**src/hw/rtl/pcm_decode_downmix_mono_assert.svh**
```systemverilog
// ---------------------------------------------------------------------------
// assertion macros for the pcm decode and downmix block
// all macros sample on clk and are disabled while rst_n is low
// ---------------------------------------------------------------------------
`ifndef PCM_DECODE_DOWNMIX_MONO_ASSERT_SVH
`define PCM_DECODE_DOWNMIX_MONO_ASSERT_SVH

// same-cycle implication
`define PDM_ASSERT_NOW(label, ante, cons, msg) \
  label: assert property (@(posedge clk) disable iff (!rst_n) (ante) |-> (cons)) \
    else $error(msg);

// next-cycle implication
`define PDM_ASSERT_NEXT(label, ante, cons, msg) \
  label: assert property (@(posedge clk) disable iff (!rst_n) (ante) |=> (cons)) \
    else $error(msg);

`endif

```
**src/hw/rtl/pdm_pkg.sv**
```systemverilog
// ---------------------------------------------------------------------------
// pdm_pkg
// shared constants and controller/datapath interface types
// ---------------------------------------------------------------------------
package pdm_pkg;

  localparam int MAX_CHANNELS = 8;
  localparam int SAMPLE_W     = 32;
  localparam int SUM_W        = SAMPLE_W + $clog2(MAX_CHANNELS);
  localparam int CNT_W        = $clog2(MAX_CHANNELS + 1);
  localparam int DIV_STEPS    = SUM_W;
  localparam int STEP_W       = $clog2(DIV_STEPS);

  // configuration port
  localparam int CFG_IDX_W  = 2;
  localparam int CFG_DATA_W = 4;
  localparam logic [CFG_IDX_W-1:0] CFG_SAMPLE_SIZE   = 2'd0;
  localparam logic [CFG_IDX_W-1:0] CFG_FLOAT_FORMAT  = 2'd1;
  localparam logic [CFG_IDX_W-1:0] CFG_CHANNEL_COUNT = 2'd2;

  // sample_size codes
  localparam logic [1:0] SIZE_8  = 2'd0;
  localparam logic [1:0] SIZE_16 = 2'd1;
  localparam logic [1:0] SIZE_24 = 2'd2;
  localparam logic [1:0] SIZE_32 = 2'd3;

  // float32 exponent landmarks
  localparam logic [7:0] EXP_ZERO = 8'd0;
  localparam logic [7:0] EXP_SPEC = 8'd255;
  localparam logic [7:0] EXP_SAT  = 8'd127;
  localparam logic [7:0] EXP_UNIT = 8'd119;

  typedef struct packed {
    logic load_sample;
    logic accumulate;
    logic div_step;
    logic load_out;
  } pdm_cmd_t;

  typedef struct packed {
    logic frame_end;
  } pdm_sts_t;

endpackage

```
**src/hw/rtl/pdm_dp.sv**
```systemverilog
// ---------------------------------------------------------------------------
// pdm_dp
// sample conversion to q1.31, frame accumulator and bit-serial divider
// ---------------------------------------------------------------------------
module pdm_dp
  import pdm_pkg::*;
(
  input  logic                  clk,
  input  logic                  rst_n,
  input  logic                  cfg_we,
  input  logic [CFG_IDX_W-1:0]  cfg_index,
  input  logic [CFG_DATA_W-1:0] cfg_wdata,
  input  logic [SAMPLE_W-1:0]   in_tdata,
  input  pdm_cmd_t              cmd,
  output pdm_sts_t              sts,
  output logic [SAMPLE_W-1:0]   out_tdata
);

  logic [1:0]             sample_size_r;
  logic                   float_format_r;
  logic [CFG_DATA_W-1:0]  channel_count_r;

  logic [SAMPLE_W-1:0]    q_r;
  logic signed [SUM_W-1:0] sum_r;
  logic [CNT_W-1:0]       idx_r;
  logic [SUM_W-1:0]       quo_r;
  logic [CNT_W-1:0]       rem_r;
  logic [CNT_W-1:0]       dvs_r;
  logic                   neg_r;
  logic [SAMPLE_W-1:0]    out_r;

  logic [SAMPLE_W-1:0]    q_int;
  logic [SAMPLE_W-1:0]    q_flt;
  logic [SAMPLE_W-1:0]    mag;
  logic [7:0]             ex;
  logic [7:0]             sh;
  logic [SAMPLE_W-1:0]    sig;
  logic [CNT_W-1:0]       cnt_eff;
  logic signed [SUM_W-1:0] sum_new;
  logic [SUM_W-1:0]       sum_abs;
  logic [CNT_W-1:0]       idx_new;
  logic                   frame_end;
  logic [CNT_W:0]         rem_sh;
  logic                   rem_ge;
  logic [CNT_W:0]         rem_sub;

  always_ff @(posedge clk) begin
    if (!rst_n) begin
      sample_size_r   <= SIZE_16;
      float_format_r  <= 1'b0;
      channel_count_r <= CFG_DATA_W'(2);
    end else if (cfg_we) begin
      case (cfg_index)
        CFG_SAMPLE_SIZE:   sample_size_r   <= cfg_wdata[1:0];
        CFG_FLOAT_FORMAT:  float_format_r  <= cfg_wdata[0];
        CFG_CHANNEL_COUNT: channel_count_r <= cfg_wdata;
        default: ;
      endcase
    end
  end

  always_comb begin
    case (sample_size_r)
      SIZE_8:  q_int = {in_tdata[7:0] ^ 8'h80, 24'b0};
      SIZE_16: q_int = {in_tdata[15:0], 16'b0};
      SIZE_24: q_int = {in_tdata[23:0], 8'b0};
      default: q_int = in_tdata;
    endcase
  end

  // float32 to q1.31, truncating, saturating at one
  always_comb begin
    ex  = in_tdata[30:23];
    sig = {8'b0, 1'b1, in_tdata[22:0]};
    sh  = EXP_UNIT - ex;
    mag = '0;
    if (ex >= EXP_UNIT) begin
      mag = sig << 3'(ex - EXP_UNIT);
    end else if (sh < 8'd24) begin
      mag = sig >> sh[4:0];
    end
    if (ex == EXP_SPEC || ex == EXP_ZERO) begin
      q_flt = '0;
    end else if (ex >= EXP_SAT) begin
      q_flt = in_tdata[31] ? 32'h8000_0000 : 32'h7FFF_FFFF;
    end else begin
      q_flt = in_tdata[31] ? (32'd0 - mag) : mag;
    end
  end

  always_comb begin
    if (channel_count_r == '0) begin
      cnt_eff = CNT_W'(1);
    end else if (32'(channel_count_r) > MAX_CHANNELS) begin
      cnt_eff = CNT_W'(MAX_CHANNELS);
    end else begin
      cnt_eff = CNT_W'(channel_count_r);
    end
  end

  assign sum_new   = sum_r + SUM_W'(signed'(q_r));
  assign sum_abs   = sum_new[SUM_W-1] ? (SUM_W'(0) - sum_new) : sum_new;
  assign idx_new   = idx_r + CNT_W'(1);
  assign frame_end = idx_new >= cnt_eff;
  assign sts.frame_end = frame_end;

  // restoring division, one quotient bit a step
  assign rem_sh  = {rem_r, quo_r[SUM_W-1]};
  assign rem_ge  = rem_sh >= {1'b0, dvs_r};
  assign rem_sub = rem_sh - {1'b0, dvs_r};

  always_ff @(posedge clk) begin
    if (!rst_n) begin
      sum_r <= '0;
      idx_r <= '0;
    end else if (cmd.accumulate) begin
      if (frame_end) begin
        sum_r <= '0;
        idx_r <= '0;
      end else begin
        sum_r <= sum_new;
        idx_r <= idx_new;
      end
    end
  end

  always_ff @(posedge clk) begin
    if (cmd.load_sample) begin
      q_r <= float_format_r ? q_flt : q_int;
    end
    if (cmd.accumulate && frame_end) begin
      quo_r <= sum_abs;
      rem_r <= '0;
      dvs_r <= cnt_eff;
      neg_r <= sum_new[SUM_W-1];
    end else if (cmd.div_step) begin
      quo_r <= {quo_r[SUM_W-2:0], rem_ge};
      rem_r <= rem_ge ? rem_sub[CNT_W-1:0] : rem_sh[CNT_W-1:0];
    end
    if (cmd.load_out) begin
      out_r <= neg_r ? (SAMPLE_W'(0) - quo_r[SAMPLE_W-1:0]) : quo_r[SAMPLE_W-1:0];
    end
  end

  assign out_tdata = out_r;

endmodule

```
**src/hw/rtl/pdm_ctrl.sv**
```systemverilog
// ---------------------------------------------------------------------------
// pdm_ctrl
// sequencer for accept, accumulate, divide and result hand-off
// ---------------------------------------------------------------------------
module pdm_ctrl
  import pdm_pkg::*;
(
  input  logic     clk,
  input  logic     rst_n,
  input  logic     in_tvalid,
  output logic     in_tready,
  output logic     out_tvalid,
  input  logic     out_tready,
  input  pdm_sts_t sts,
  output pdm_cmd_t cmd
);

  localparam logic [1:0] S_IDLE = 2'd0;
  localparam logic [1:0] S_ACC  = 2'd1;
  localparam logic [1:0] S_DIV  = 2'd2;
  localparam logic [1:0] S_HOLD = 2'd3;

  logic [1:0]        state_r, state_nxt;
  logic [STEP_W-1:0] step_r, step_nxt;
  logic              out_valid_r, out_valid_nxt;
  logic              last_step;

  assign last_step = step_r == STEP_W'(DIV_STEPS - 1);

  always_comb begin
    state_nxt       = state_r;
    step_nxt        = step_r;
    cmd             = '0;
    cmd.load_sample = (state_r == S_IDLE) && in_tvalid;
    case (state_r)
      S_IDLE: begin
        if (in_tvalid) state_nxt = S_ACC;
      end
      S_ACC: begin
        cmd.accumulate = 1'b1;
        step_nxt       = '0;
        state_nxt      = sts.frame_end ? S_DIV : S_IDLE;
      end
      S_DIV: begin
        cmd.div_step = 1'b1;
        step_nxt     = step_r + STEP_W'(1);
        if (last_step) state_nxt = S_HOLD;
      end
      S_HOLD: begin
        // wait until the previous result has been taken
        if (!out_valid_r || out_tready) begin
          cmd.load_out = 1'b1;
          state_nxt    = S_IDLE;
        end
      end
      default: state_nxt = S_IDLE;
    endcase
  end

  always_comb begin
    out_valid_nxt = out_valid_r;
    if (cmd.load_out) begin
      out_valid_nxt = 1'b1;
    end else if (out_tready) begin
      out_valid_nxt = 1'b0;
    end
  end

  always_ff @(posedge clk) begin
    if (!rst_n) begin
      state_r     <= S_IDLE;
      step_r      <= '0;
      out_valid_r <= 1'b0;
    end else begin
      state_r     <= state_nxt;
      step_r      <= step_nxt;
      out_valid_r <= out_valid_nxt;
    end
  end

  assign in_tready  = state_r == S_IDLE;
  assign out_tvalid = out_valid_r;

`include "pcm_decode_downmix_mono_assert.svh"

  `PDM_ASSERT_NEXT(a_accept_to_acc, in_tvalid && in_tready, state_r == S_ACC, "transfer not followed by accumulate")
  `PDM_ASSERT_NEXT(a_div_done, state_r == S_DIV && last_step, state_r == S_HOLD, "divider overran its step count")
  `PDM_ASSERT_NEXT(a_result_held, out_valid_r && !out_tready, out_valid_r, "pending result lost")
  `PDM_ASSERT_NOW(a_no_overwrite, out_valid_r && !out_tready, !cmd.load_out, "pending result overwritten")
  `PDM_ASSERT_NOW(a_no_accept_busy, cmd.div_step || cmd.accumulate, !in_tready, "input ready while frame work is in flight")

endmodule

```
**src/hw/rtl/pcm_decode_downmix_mono.sv**
```systemverilog
// ---------------------------------------------------------------------------
// pcm_decode_downmix_mono
// pcm / float32 sample decoder with channel-averaging mono downmix
// ---------------------------------------------------------------------------
//  channel   direction  payload
//  in_*      slave      tdata[31:0] sample_word
//  out_*     master     tdata[31:0] mono_sample (signed q1.31)
//  cfg_*     write      index 0 sample_size, 1 float_format, 2 channel_count
//
//  a sample that does not close a frame passes through accept and accumulate
//  the closing sample passes through accept, accumulate, 35 divider steps
//  of the bit-serial restoring divider, and the result register load
//  a waiting result holds back only the next result load, and the input
//  with it, while the next frame's mean is ready
//  synchronous active-low reset; no clearing pass is needed
// ---------------------------------------------------------------------------
module pcm_decode_downmix_mono
  import pdm_pkg::*;
(
  input  logic                  clk,
  input  logic                  rst_n,
  input  logic                  cfg_we,
  input  logic [CFG_IDX_W-1:0]  cfg_index,
  input  logic [CFG_DATA_W-1:0] cfg_wdata,
  input  logic                  in_tvalid,
  output logic                  in_tready,
  input  logic [SAMPLE_W-1:0]   in_tdata,   // [31:0] sample_word
  output logic                  out_tvalid,
  input  logic                  out_tready,
  output logic [SAMPLE_W-1:0]   out_tdata   // [31:0] mono_sample
);

  pdm_cmd_t cmd;
  pdm_sts_t sts;

  pdm_ctrl u_ctrl (
    .clk        (clk),
    .rst_n      (rst_n),
    .in_tvalid  (in_tvalid),
    .in_tready  (in_tready),
    .out_tvalid (out_tvalid),
    .out_tready (out_tready),
    .sts        (sts),
    .cmd        (cmd)
  );

  pdm_dp u_dp (
    .clk       (clk),
    .rst_n     (rst_n),
    .cfg_we    (cfg_we),
    .cfg_index (cfg_index),
    .cfg_wdata (cfg_wdata),
    .in_tdata  (in_tdata),
    .cmd       (cmd),
    .sts       (sts),
    .out_tdata (out_tdata)
  );

endmodule
```
**config.mk**
```make
export PLATFORM = sky130hd
export DESIGN_NAME = pcm_decode_downmix_mono
export DESIGN_NICKNAME = d
export VERILOG_FILES = /design/src/hw/rtl/pdm_pkg.sv /design/src/hw/rtl/pdm_dp.sv /design/src/hw/rtl/pdm_ctrl.sv /design/src/hw/rtl/pcm_decode_downmix_mono.sv
export VERILOG_INCLUDE_DIRS = /design/src /design/src/hw/rtl
export SDC_FILE = /design/constraint.sdc
export NUM_CORES = 1
export LEC_CHECK = 0
export BUFFER_PORTS_ARGS = -buffer_cell sky130_fd_sc_hd__buf_4
export CORE_UTILIZATION = 35
export DETAILED_ROUTE_END_ITERATION = 7
export SETUP_SLACK_MARGIN = 0.4
export SLEW_MARGIN = 20
export SYNTH_ARGS = -nofsm -noshare
export SYNTH_HDL_FRONTEND = slang
export SYNTH_HIERARCHICAL = 1
export SYNTH_SLANG_ARGS = --single-unit
```
**constraint.sdc**
```tcl
create_clock -name clk -period 7.1 [get_ports clk]
set_input_delay 0.355 -clock clk [delete_from_list [all_inputs] [get_ports clk]]
set_output_delay 0.355 -clock clk [all_outputs]
set_load 0.03 [all_outputs]
```
==> flow_summary_export.csv, run 1 <==
group,metric,value,unit
finish,syn_to_final_growth,10.5,%
power_and_ir_drop,power_switching_share,36.2,%
floorplan,start_util,35.8,%
power_and_ir_drop,seq_power_share,33.9,%
status,status,"finished, final reports clean",
grt,met3_usage,2.41,%
route,viasPerCell,5.72,
timing,slew_violations,0,
grt,grt_overflow,0,
route,detail_route.drc_violations,0,
timing,fin_crit_sh,68.1,%
critical_path,crit_path_end_kind,"flop",
finish,num-nets-final,1718,
clock_tree,ctsRootBufferMaster,"clkbuf_16",
grt,grt_pass1_wl,63000,um
critical_path,crit_type,"reg2reg",
route,ant_nets,0,
clock_tree,cts_hold_buf,0,
grt,grt_pass1_vias,11700,
power_and_ir_drop,p_leak,5.97,nW
grt,grtUsageMet2,32.0,%
synthesis,synth_ff_type,"edfxtp_1",
finish,drive_above_1_share,11.9,%
timing,setup_tns,0,ns
synthesis,synth_nets,1704,
synthesis,synthCells,1600,
grt,antenna_found_initial,0,
finish,nFillCells,3865,
floorplan,fp.dieH,202,um
floorplan,io_pins,77,
grt,grt_use_met1,25.1,%
power_and_ir_drop,internal_power,2.25,mW
route,post_drt_wl_per_cell,18.3,um
synthesis,synthesis.area,14000,um^2
route,vias,12300,
grt,top_usage_layer,"met2",
clock_tree,cts_made_buffers,17,
clock_tree,cts_tree,"built",
timing,fin_ws,2.26,ns
floorplan,die_w,202,um
placed_design,globalplace.congestion,0.960,
clock_tree,cts_setup_buffers,0,
synthesis,synth_seq_area_share,30.8,%
power_and_ir_drop,combPwrFrac,38.6,%
clock_tree,path_clk_slew,0.07,ns
worst_hold_path,worstHoldPathType,"in2reg",
grt,grt_usage,19.2,%
route,firstDrtPassIters,6,
timing,rsz0062_at_grt,"false",
route,drt_iter0_markers,852,
clock_tree,cts_buffer_depth,2,
power_and_ir_drop,p_per_area,228,nW/um^2
power_and_ir_drop,total_power,3.52,mW
synthesis,yosysUniqueCellTypes,91,
timing,slew_headroom,31.1,%
power_and_ir_drop,ir_drop,0.142,mV
route,drt_wl_total,39300,um
placed_design,portBuffers,76,
synthesis,yosys_warnings,6,
clock_tree,cts_sinks,163,
flow_run,maxCapViolCount,0,
critical_path,cp_data_required_time,7.27,ns
floorplan,fp-row-count,72,
power_and_ir_drop,pwr-share-clk,27.5,%
floorplan,die-area,40700,um^2
timing,setup_violations,0,
synthesis,async_reset_ff_share,0,%
critical_path,cp-start-kind,"flop",
clock_tree,cts_max_level,4,
floorplan,coreArea,39000,um^2
timing,skew,0.00996,ns
clock_tree,worst_skew_pair.late_latency,0.43,ns
finish,mostFrequentLayoutCell,"nand2_1",
synthesis,synth_edf_count,104,
timing,max_freq,207,MHz
timing,tightest_slew,1.03,ns
timing,period_needed,4.84,ns
placed_design,dp_hpwl,29500,um
synthesis,synth_seq_cells,163,
critical_path,worst-path-max-fanout,5,
clock_tree,cts_resized,0,
timing,hold_viol,0,
power_and_ir_drop,p_switching,1.28,mW
finish,layout_common_cells,"nand2_1 (169), o21ai_0 (133), nor2_1 (123), edfxtp_1 (104), a21oi_1 (97)",
grt,grt_max_degree,63,
finish,num_antenna_cells,0,
critical_path,worstPathArrival,5.01,ns
synthesis,avgSynthCellArea,8.73,um^2
placed_design,place_ws,2.03,ns
layer usage:
metal	part of all wire, %	up-vias
met5	0	-
met4	3.5	0
met3	5.5	95
met2	46	451
met1	45	5723
li1	-	6008
cells in the mapped netlist (all sizes together), types with 46 or more instances:
master	number	share of area [%]
dfxtp	59	8.5
nand3	46	1.6
nor2	124	3.4
inv	51	1.4
nand2	170	4.6
edfxtp	104	22
a21oi	97	3.5
mux2i	60	4.3
o21ai	140	5.0
xnor2	62	3.9
clkbuf	65	1.7
ha	59	5.3
through the flow:
step | hold WS (ns) | std cells | cell area (um^2) | utilization [%]
after global routing | 0.154 | 2145 | 15400 | 39.6
after detailed placement | 0.464 | 2113 | 14800 | 38.0
after CTS | 0.129 | 2145 | 15400 | 39.6
after floorplan | 0.445 | 1600 | 14000 | -
after global placement | 0.455 | 2113 | 14800 | 38.0
final | 0.153 | 2145 | 15400 | 39.6
power groups by stage:
stage / Clock, mW / Combinational [mW] / Sequential [mW]
after global placement: 0 / 1.33 / 1.21
after CTS: 0.996 / 1.35 / 1.19
final: 0.969 / 1.36 / 1.19
after floorplan: 0 / 1.03 / 1.19
after detailed placement: 0 / 1.34 / 1.21
after global routing: 1.03 / 1.51 / 1.21
cells by family after synthesis:
logic type / after synthesis / share of synthesized area (%)
compound gates: 458 / 21.1
simple gates: 547 / 19.2
buf+inv: 152 / 5.06
mux: 119 / 12.0
flops: 163 / 30.8
fa+ha+maj: 61 / 5.57
xor+xnor: 100 / 6.27
registers in the layout, summed over array words and instances (netlist names), named ones only:
| signal | count |
|---|---|
| u_ctrl/out_tvalid | 1 |
| u_ctrl/state_r | 1 |
| u_ctrl/step_r | 6 |
| u_dp/channel_count_r | 4 |
| u_dp/dvs_r | 4 |
| u_dp/float_format_r | 1 |
| u_dp/idx_r | 4 |
| u_dp/neg_r | 1 |
| u_dp/out_tdata | 32 |
| u_dp/q_r | 32 |
| u_dp/quo_r | 35 |
| u_dp/rem_r | 4 |
| u_dp/sample_size_r | 2 |
| u_dp/sum_r | 35 |
worst paths after layout:
check,start,to,slack (ns),cells past startpoint
max reg2reg,u_dp/q_r[0],u_dp/quo_r[33],2.26,13
min,cfg_wdata[1],u_dp/channel_count_r[1],0.15,3
min reg2reg,u_dp/sum_r[10],u_dp/sum_r[10],0.47,2
max,u_dp/q_r[0],u_dp/quo_r[33],2.26,13
final cells by class:
type | count | area, um^2 | area share [%]
Timing Repair Buffer | 94 | 706 | 4.57
Inverter | 53 | 199 | 1.29
Multi-Input combinational cell | 1285 | 8960 | 58.0
Clock inverter | 12 | 181 | 1.18
Clock buffer | 20 | 437 | 2.83
Sequential cell | 163 | 4300 | 27.9
Tap cell | 518 | 648 | 4.20
critical path, cell delays in order, from the launching register on:
cell and delay (ns):
edfxtp_1 0.38, ha_1 0.24, fa_1 0.40, a21oi_1 0.22, o211ai_1 0.20, nor2b_1 0.18, o31ai_1 0.57, o211ai_1 0.24
nor3_1 0.57, nand4_1 0.30, or4_4 0.63, o41a_1 0.39, xor2_1 0.18, o21ai_1 0.07
Power figures use the tool's default switching activity.
==> run 2: changes to the inputs <==
--- a/config.mk
+++ b/config.mk
@@ -6,6 +6,7 @@
 export SDC_FILE = /design/constraint.sdc
 export NUM_CORES = 1
 export LEC_CHECK = 0
+export ABC_AREA = 1
 export BUFFER_PORTS_ARGS = -buffer_cell sky130_fd_sc_hd__buf_4
 export CORE_UTILIZATION = 35
 export DETAILED_ROUTE_END_ITERATION = 7
==> constraint.sdc (replaced) <==
create_clock -name clk -period 4.7 [get_ports clk]
set_input_delay 0.235 -clock clk [delete_from_list [all_inputs] [get_ports clk]]
set_output_delay 0.235 -clock clk [all_outputs]
set_load 0.03 [all_outputs]
==> run 2 against run 1 <==
Register-to-register slack got worse by 1.3 ns. Flip-flop and latch count is the same. Critical path depth up 5. Wire length is 25% higher. Fmax up 31%. Sequential power is 100% higher. Setup slack got worse by 1.3 ns. Final area up 4.3%. Final cell count is 33% higher. First-iteration DRC count up 43%. Critical path type unchanged.
==> flow_summary_export.csv, run 2 <==
group,metric,value,unit
worst_hold_path,hp-start,"cfg_wdata[1]",
synthesis,synth_nets,2378,
clock_tree,cts_sinks,163,
floorplan,fp.dieH,206,um
clock_tree,worst_skew_pair.late_latency,0.43,ns
synthesis,synth_seq_cells,163,
floorplan,fp-row-count,74,
finish,layout_common_cells,"nand2_1 (727), nor2_1 (233), nand3_1 (233), inv_1 (205), a21oi_1 (126)",
critical_path,cp_data_required_time,4.86,ns
critical_path,worst-path-max-fanout,5,
critical_path,cpLargestDelayFamily,"simple AND/OR/NAND/NOR gates",
critical_path,timing.rr.start,"u_dp/q_r[0]",
critical_path,cp-start-kind,"flop",
timing,slew_headroom,35.5,%
synthesis,synth_area_leader_cell,"edfxtp_1",
floorplan,io_pins,77,
synthesis,yosysUniqueCellTypes,59,
synthesis,synth_edf_count,104,
clock_tree,cts_buffer_depth,2,
floorplan,coreArea,40900,um^2
timing,setup_violations,0,
timing,hold_viol,0,
placed_design,portBuffers,76,
worst_hold_path,worstHoldPathType,"in2reg",
critical_path,crit_type,"reg2reg",
placed_design,dp_cells,2817,
power_and_ir_drop,p_leak,7.43,nW
route,detail_route.drc_violations,0,
critical_path,cp_cell_sequence,"ha_1, fa_1, nand3_1, nand2_2, nand2_1, nand2_1, nand2_1, nand2_1, nand2_1, nand2_1, nor2_1, nand3_1, nor3_1, nand3b_1, nand2_1, nand2_1, nand3_1, o21ai_0",
clock_tree,path_clk_slew,0.06,ns
floorplan,start_util,35.6,%
critical_path,crit_path_end_kind,"flop",
critical_path,r2r-end,"u_dp/quo_r[23]",
critical_path,reg2reg_setup_slack,1.01,ns
route,wl_met1,20500,um
route,viasPerCell,5.28,
grt,grt_pass1_vias,14200,
route,ant_nets,0,
synthesis,synth_common_cells,"nand2_1 (727), nor2_1 (234), nand3_1 (233), inv_1 (205), a21oi_1 (127)",
worst_hold_path,hold_depth,3,
route,vias,15100,
finish,drive_above_1_share,9.75,%
timing,period_needed,3.69,ns
timing,slew_violations,0,
clock_tree,cts_setup_buffers,0,
synthesis,synthesis.area,14600,um^2
synthesis,synth_seq_area_share,29.5,%
placed_design,dp_hpwl,39000,um
timing,tightest_slew,0.966,ns
clock_tree,cts_hold_buf,0,
critical_path,slowest_delay,0.47,ns
route,drt_iter0_markers,1219,
power_and_ir_drop,ir_drop,0.252,mV
timing,fin_crit_sh,78.6,%
critical_path,crit_buf_inv,0,
grt,antenna_found_initial,0,
clock_tree,cts_tree,"built",
route,drt_wl_total,49000,um
timing,skew,0.00766,ns
finish,reg_top3,"u_dp/quo_r (35), u_dp/sum_r (35)",
finish,num_antenna_cells,0,
synthesis,synth_ff_type,"edfxtp_1",
status,status,"finished, final reports clean",
clock_tree,cts_max_level,4,
critical_path,worstPathArrival,3.86,ns
placed_design,globalplace.congestion,1.02,
finish,fin_cells,2849,
power_and_ir_drop,p_per_area,541,nW/um^2
floorplan,die_w,206,um
synthesis,async_reset_ff_share,0,%
power_and_ir_drop,total_power,8.71,mW
synthesis,avgSynthCellArea,6.41,um^2
route,wl_met3,2350,um
route,wl_met2,23400,um
finish,num-nets-final,2408,
synthesis,synth.most_common_cell,"nand2_1",
clock_tree,cts_resized,0,
floorplan,die-area,42500,um^2
timing,max_freq,271,MHz
grt,grt_overflow,0,
timing,rsz0062_at_grt,"false",
finish,syn_to_final_growth,10.4,%
timing,setup_tns,0,ns
synthesis,yosysTopAreaCellShare,21.4,%
clock_tree,ctsRootBufferMaster,"clkbuf_16",
synthesis,yosys_warnings,6,
flow_run,maxCapViolCount,0,
critical_path,worst_path_most_repeated_cell,"nand2_1",
grt,grt_pass1_wl,77400,um
synthesis,synthCells,2274,
synthesis,synth_area_leaders,"edfxtp_1 (21%), nand2_1 (19%), dfxtp_1 (8.1%)",
critical_path,slowest_stage,"fa_1",
worst_hold_path,hold-path-endpoint,"u_dp/channel_count_r[1]",
clock_tree,cts_made_buffers,17,
route,highest_layer,"met4",
grt,grt_max_degree,46,
route,post_drt_wl_per_cell,17.2,um
route,firstDrtPassIters,6,
critical_path,rr_worst_depth,18,
finish,mostFrequentLayoutCell,"nand2_1",
grt,grt_usage,23.5,%
## run 2: cell count changes after synthesis, moves of 39 or more
| cell | previous run | this run |
|---|---|---|
| inv_1 | 51 | 205 |
| mux2i_1 | 60 | 1 |
| nand2_1 | 170 | 727 |
| nand3_1 | 46 | 233 |
| nor2_1 | 123 | 234 |
| nor2b_1 | 39 | 0 |
| o21ai_0 | 133 | 86 |
| xnor2_1 | 62 | 15 |
## run 2: logic make-up (layout without fill, tap and decap cells)
kind of cell | Yosys count | count (layout) | share of synthesized area [%]
AND/OR/NAND/NOR | 1343 | 1343 | 39.7
AO/OA/AOI/OAI | 335 | 335 | 13.0
buffers and inverters | 310 | 353 | 8.70
flip-flops | 163 | 163 | 29.5
adder cells (fa/ha/maj) | 61 | 61 | 5.34
XOR/XNOR | 61 | 61 | 3.66
multiplexers | 1 | 1 | 0.0686
## run 2: worst max path at each step
stage / startpoint / end / slack [ns] / depth (start not counted)
after floorplan: in_tdata[26] / u_dp/q_r[14] / 1.77 / 20
after global placement: in_tdata[25] / u_dp/q_r[0] / 1.08 / 8
after detailed placement: in_tdata[23] / u_dp/q_r[24] / 1.01 / 18
after CTS: u_dp/q_r[0] / u_dp/quo_r[23] / 1.14 / 18
after global routing: u_dp/q_r[0] / u_dp/quo_r[23] / 0.72 / 18
final: u_dp/q_r[0] / u_dp/quo_r[23] / 1.01 / 18
## run 2: worst register-to-register path: stages, from the launching register on
cell and delay (ns):
edfxtp_1 0.37, ha_1 0.27, fa_1 0.47, nand3_1 0.12, nand2_2 0.11, nand2_1 0.08
nand2_1 0.14, nand2_1 0.12, nand2_1 0.13, nand2_1 0.08, nand2_1 0.14, nor2_1 0.24
nand3_1 0.10, nor3_1 0.44, nand3b_1 0.27, nand2_1 0.12, nand2_1 0.06, nand3_1 0.08
o21ai_0 0.09
## run 2: per-stage QoR
step                      cell area [um^2]  setup slack, ns  hold slack [ns]  util [%]
after floorplan                      14600             1.77            0.334         -
after CTS                            16100             1.14           0.0128      39.3
final                                16100             1.01           0.0319      39.3
after detailed placement             15500             1.01            0.453      38.0
after global routing                 16100            0.723           0.0431      39.3
after global placement               15500             1.08            0.454      38.0
## run 2: layer usage
| layer | global-route usage, % | up-vias |
|---|---|---|
| met3 | 2.16 | 122 |
| li1 | - | 7571 |
| met4 | 13.3 | 0 |
| met2 | 40.9 | 518 |
| met1 | 28.3 | 6844 |
| met5 | 0 | - |
## run 2: layout make-up
| type | count | area (um^2) |
|---|---|---|
| fillers | 4377 | 24800 |
| multi-input cells | 1801 | 9030 |
| flip-flops and latches | 163 | 4300 |
| inverters | 230 | 866 |
| repair buffers | 91 | 683 |
| well taps | 532 | 666 |
| clock buffers | 18 | 429 |
| clock inverters | 14 | 115 |
## run 2: power breakdown
group / switching (mW) / leakage, nW / internal (mW)
sequential: 0.276 / 1.45 / 2.15
combinational: 3.41 / 5.73 / 1.57
clock: 0.579 / 0.252 / 0.723
==> run 3: changes to the inputs <==
==> constraint.sdc (replaced) <==
create_clock -name clk -period 3.74 [get_ports clk]
set_input_delay 0.187 -clock clk [delete_from_list [all_inputs] [get_ports clk]]
set_output_delay 0.187 -clock clk [all_outputs]
set_load 0.03 [all_outputs]
==> run 3 against run 2 <==
Clock skew is 0.0024 ns higher. Via count is 1.1% higher. Die area stayed put. Combinational power is 30% higher.
==> flow_summary_export.csv, run 3 (synthesized netlist as in run 2, its figures left out) <==
group,metric,value,unit
status,status,"finished, final reports clean",
finish,nFillCells,4358,
floorplan,start_util,35.6,%
grt,grt_pass1_vias,14500,
timing,max_freq,313,MHz
finish,reg_top3,"u_dp/quo_r (35), u_dp/sum_r (35)",
grt,grt_usage,23.9,%
clock_tree,path_clk_slew,0.06,ns
critical_path,worst_path_most_repeated_cell,"nand2_1",
clock_tree,cts_tree,"built",
clock_tree,worst_skew_pair.late_latency,0.45,ns
placed_design,portBuffers,76,
finish,num-nets-final,2427,
grt,antenna_found_initial,0,
timing,skew,0.0100,ns
power_and_ir_drop,total_power,11.3,mW
floorplan,die-area,42500,um^2
timing,rsz0062_at_grt,"false",
timing,setup_tns,0,ns
route,vias,15200,
finish,mostFrequentLayoutCell,"nand2_1",
timing,hold_ws,0.0217,ns
route,post_drt_wl_per_cell,17.2,um
finish,num_antenna_cells,0,
critical_path,cp_cell_sequence,"ha_1, nand2_1, nor2_1, and2_4, nand4_1, nand4_1, nand2_1, nor2_1, nand2_1, nor2_4, nand3_4, nor2_4, buf_4, o21ai_0, nand3_1, nand2_1",
critical_path,cpLargestDelayFamily,"simple AND/OR/NAND/NOR gates",
grt,grt_overflow,0,
critical_path,timing.rr.start,"u_dp/q_r[18]",
clock_tree,cts_made_buffers,17,
timing,slew_headroom,36.6,%
critical_path,slowest_delay,0.42,ns
finish,syn_to_final_growth,12.8,%
timing,hold_viol,0,
timing,fin_ws,0.547,ns
critical_path,cp-start-kind,"flop",
placed_design,place_ws,0.0748,ns
flow_run,maxCapViolCount,0,
critical_path,worstPathArrival,3.39,ns
critical_path,reg2reg_setup_slack,0.55,ns
critical_path,cp_data_required_time,3.94,ns
timing,slew_violations,0,
grt,grt_pass1_wl,78500,um
finish,layout_common_cells,"nand2_1 (723), nand3_1 (233), nor2_1 (218), inv_1 (205), a21oi_1 (124)",
clock_tree,cts_max_level,4,
route,drt_iter0_markers,1264,
power_and_ir_drop,internal_power,5.80,mW
route,ant_nets,0,
clock_tree,ctsRootBufferMaster,"clkbuf_16",
critical_path,slowest_stage,"ha_1",
power_and_ir_drop,p_per_area,686,nW/um^2
critical_path,crit_path_end_kind,"flop",
clock_tree,cts_buffer_depth,2,
grt,grt_max_degree,43,
placed_design,dp_hpwl,40000,um
finish,drive_above_1_share,11.9,%
timing,tightest_slew,0.948,ns
critical_path,worstSetupStartpoint,"u_dp/q_r[18]",
route,detail_route.drc_violations,0,
floorplan,fp.dieH,206,um
timing,fin_crit_sh,85.4,%
clock_tree,cts_sinks,163,
worst_hold_path,worstHoldPathType,"in2reg",
power_and_ir_drop,power_switching_share,48.6,%
power_and_ir_drop,p_leak,7.56,nW
worst_hold_path,hp-start,"cfg_wdata[3]",
route,viasPerCell,5.30,
power_and_ir_drop,p_switching,5.47,mW
power_and_ir_drop,combPwrFrac,57.3,%
power_and_ir_drop,ir_drop,0.306,mV
floorplan,die_w,206,um
floorplan,io_pins,77,
route,drt_wl_total,49400,um
critical_path,worst-path-max-fanout,6,
route,firstDrtPassIters,6,
critical_path,crit_type,"reg2reg",
floorplan,coreArea,40900,um^2
critical_path,crit_buf_inv,1,
timing,period_needed,3.19,ns
timing,setup_violations,0,
power_and_ir_drop,pwr-share-clk,15.5,%
power_and_ir_drop,seq_power_share,27.2,%
floorplan,fp-row-count,74,
placed_design,globalplace.congestion,0.985,
run 3: cell count changes in the layout (fill, tap and decap cells not counted), sizes merged:
cell         delta
dlygate4sd3     +4
buf            +15
clkinv          -4
bufinv          +1
clkbuf          +2
inv             +1
run 3: final cells by class:
type / instances / area, um^2 / area share [%]
multi-input cells: 1801 / 9180 / 55.8
flip-flops and latches: 163 / 4300 / 26.2
inverters: 230 / 868 / 5.28
repair buffers: 110 / 836 / 5.08
well taps: 532 / 666 / 4.05
clock buffers: 20 / 467 / 2.84
clock inverters: 12 / 128 / 0.776
run 3: what timing repair did:
action	CTS	global route
pin swaps	0	6
hold endpoints to repair	4	0
hold buffers	4	0
setup endpoints to repair	8	24
setup buffers	0	3
gates resized for setup	7	37
run 3: worst min-delay path, stage by stage:
cell	delay (ns)
buf_4	0.07
o21ai_0	0.07
a21oi_1	0.10
run 3: worst paths after layout:
| check | end | cells after the start |
|---|---|---|
| setup / recovery | u_dp/quo_r[22] | 16 |
| hold / removal | u_dp/channel_count_r[3] | 3 |
| setup reg to reg | u_dp/quo_r[22] | 16 |
| hold reg to reg | u_dp/channel_count_r[0] | 2 |
run 3: per-layer routing:
layer  GRT usage, %  share of wire, %
met2           42.0                49
met5              0                 0
met4           15.6               6.5
met1           27.7                40
met3           2.25               4.3
run 3: metrics by stage:
step	instance area, um^2	util [%]	cells
3_5_place_dp	15600	38.2	2829
5_1_grt	16400	40.2	2868
4_1_cts	16300	39.8	2865
3_3_place_gp	15600	38.2	2829
6_report	16400	40.2	2868
2_1_floorplan	14600	-	2274
run 3: power groups by stage:
stage                     sequential [mW]  combinational, mW  clock [mW]
after floorplan                      3.07               4.64           0
after global placement               3.08               6.17           0
after detailed placement             3.10               6.22           0
after CTS                            3.07               6.29        1.79
after global routing                 3.14               7.30        1.85
final                                3.07               6.46        1.75
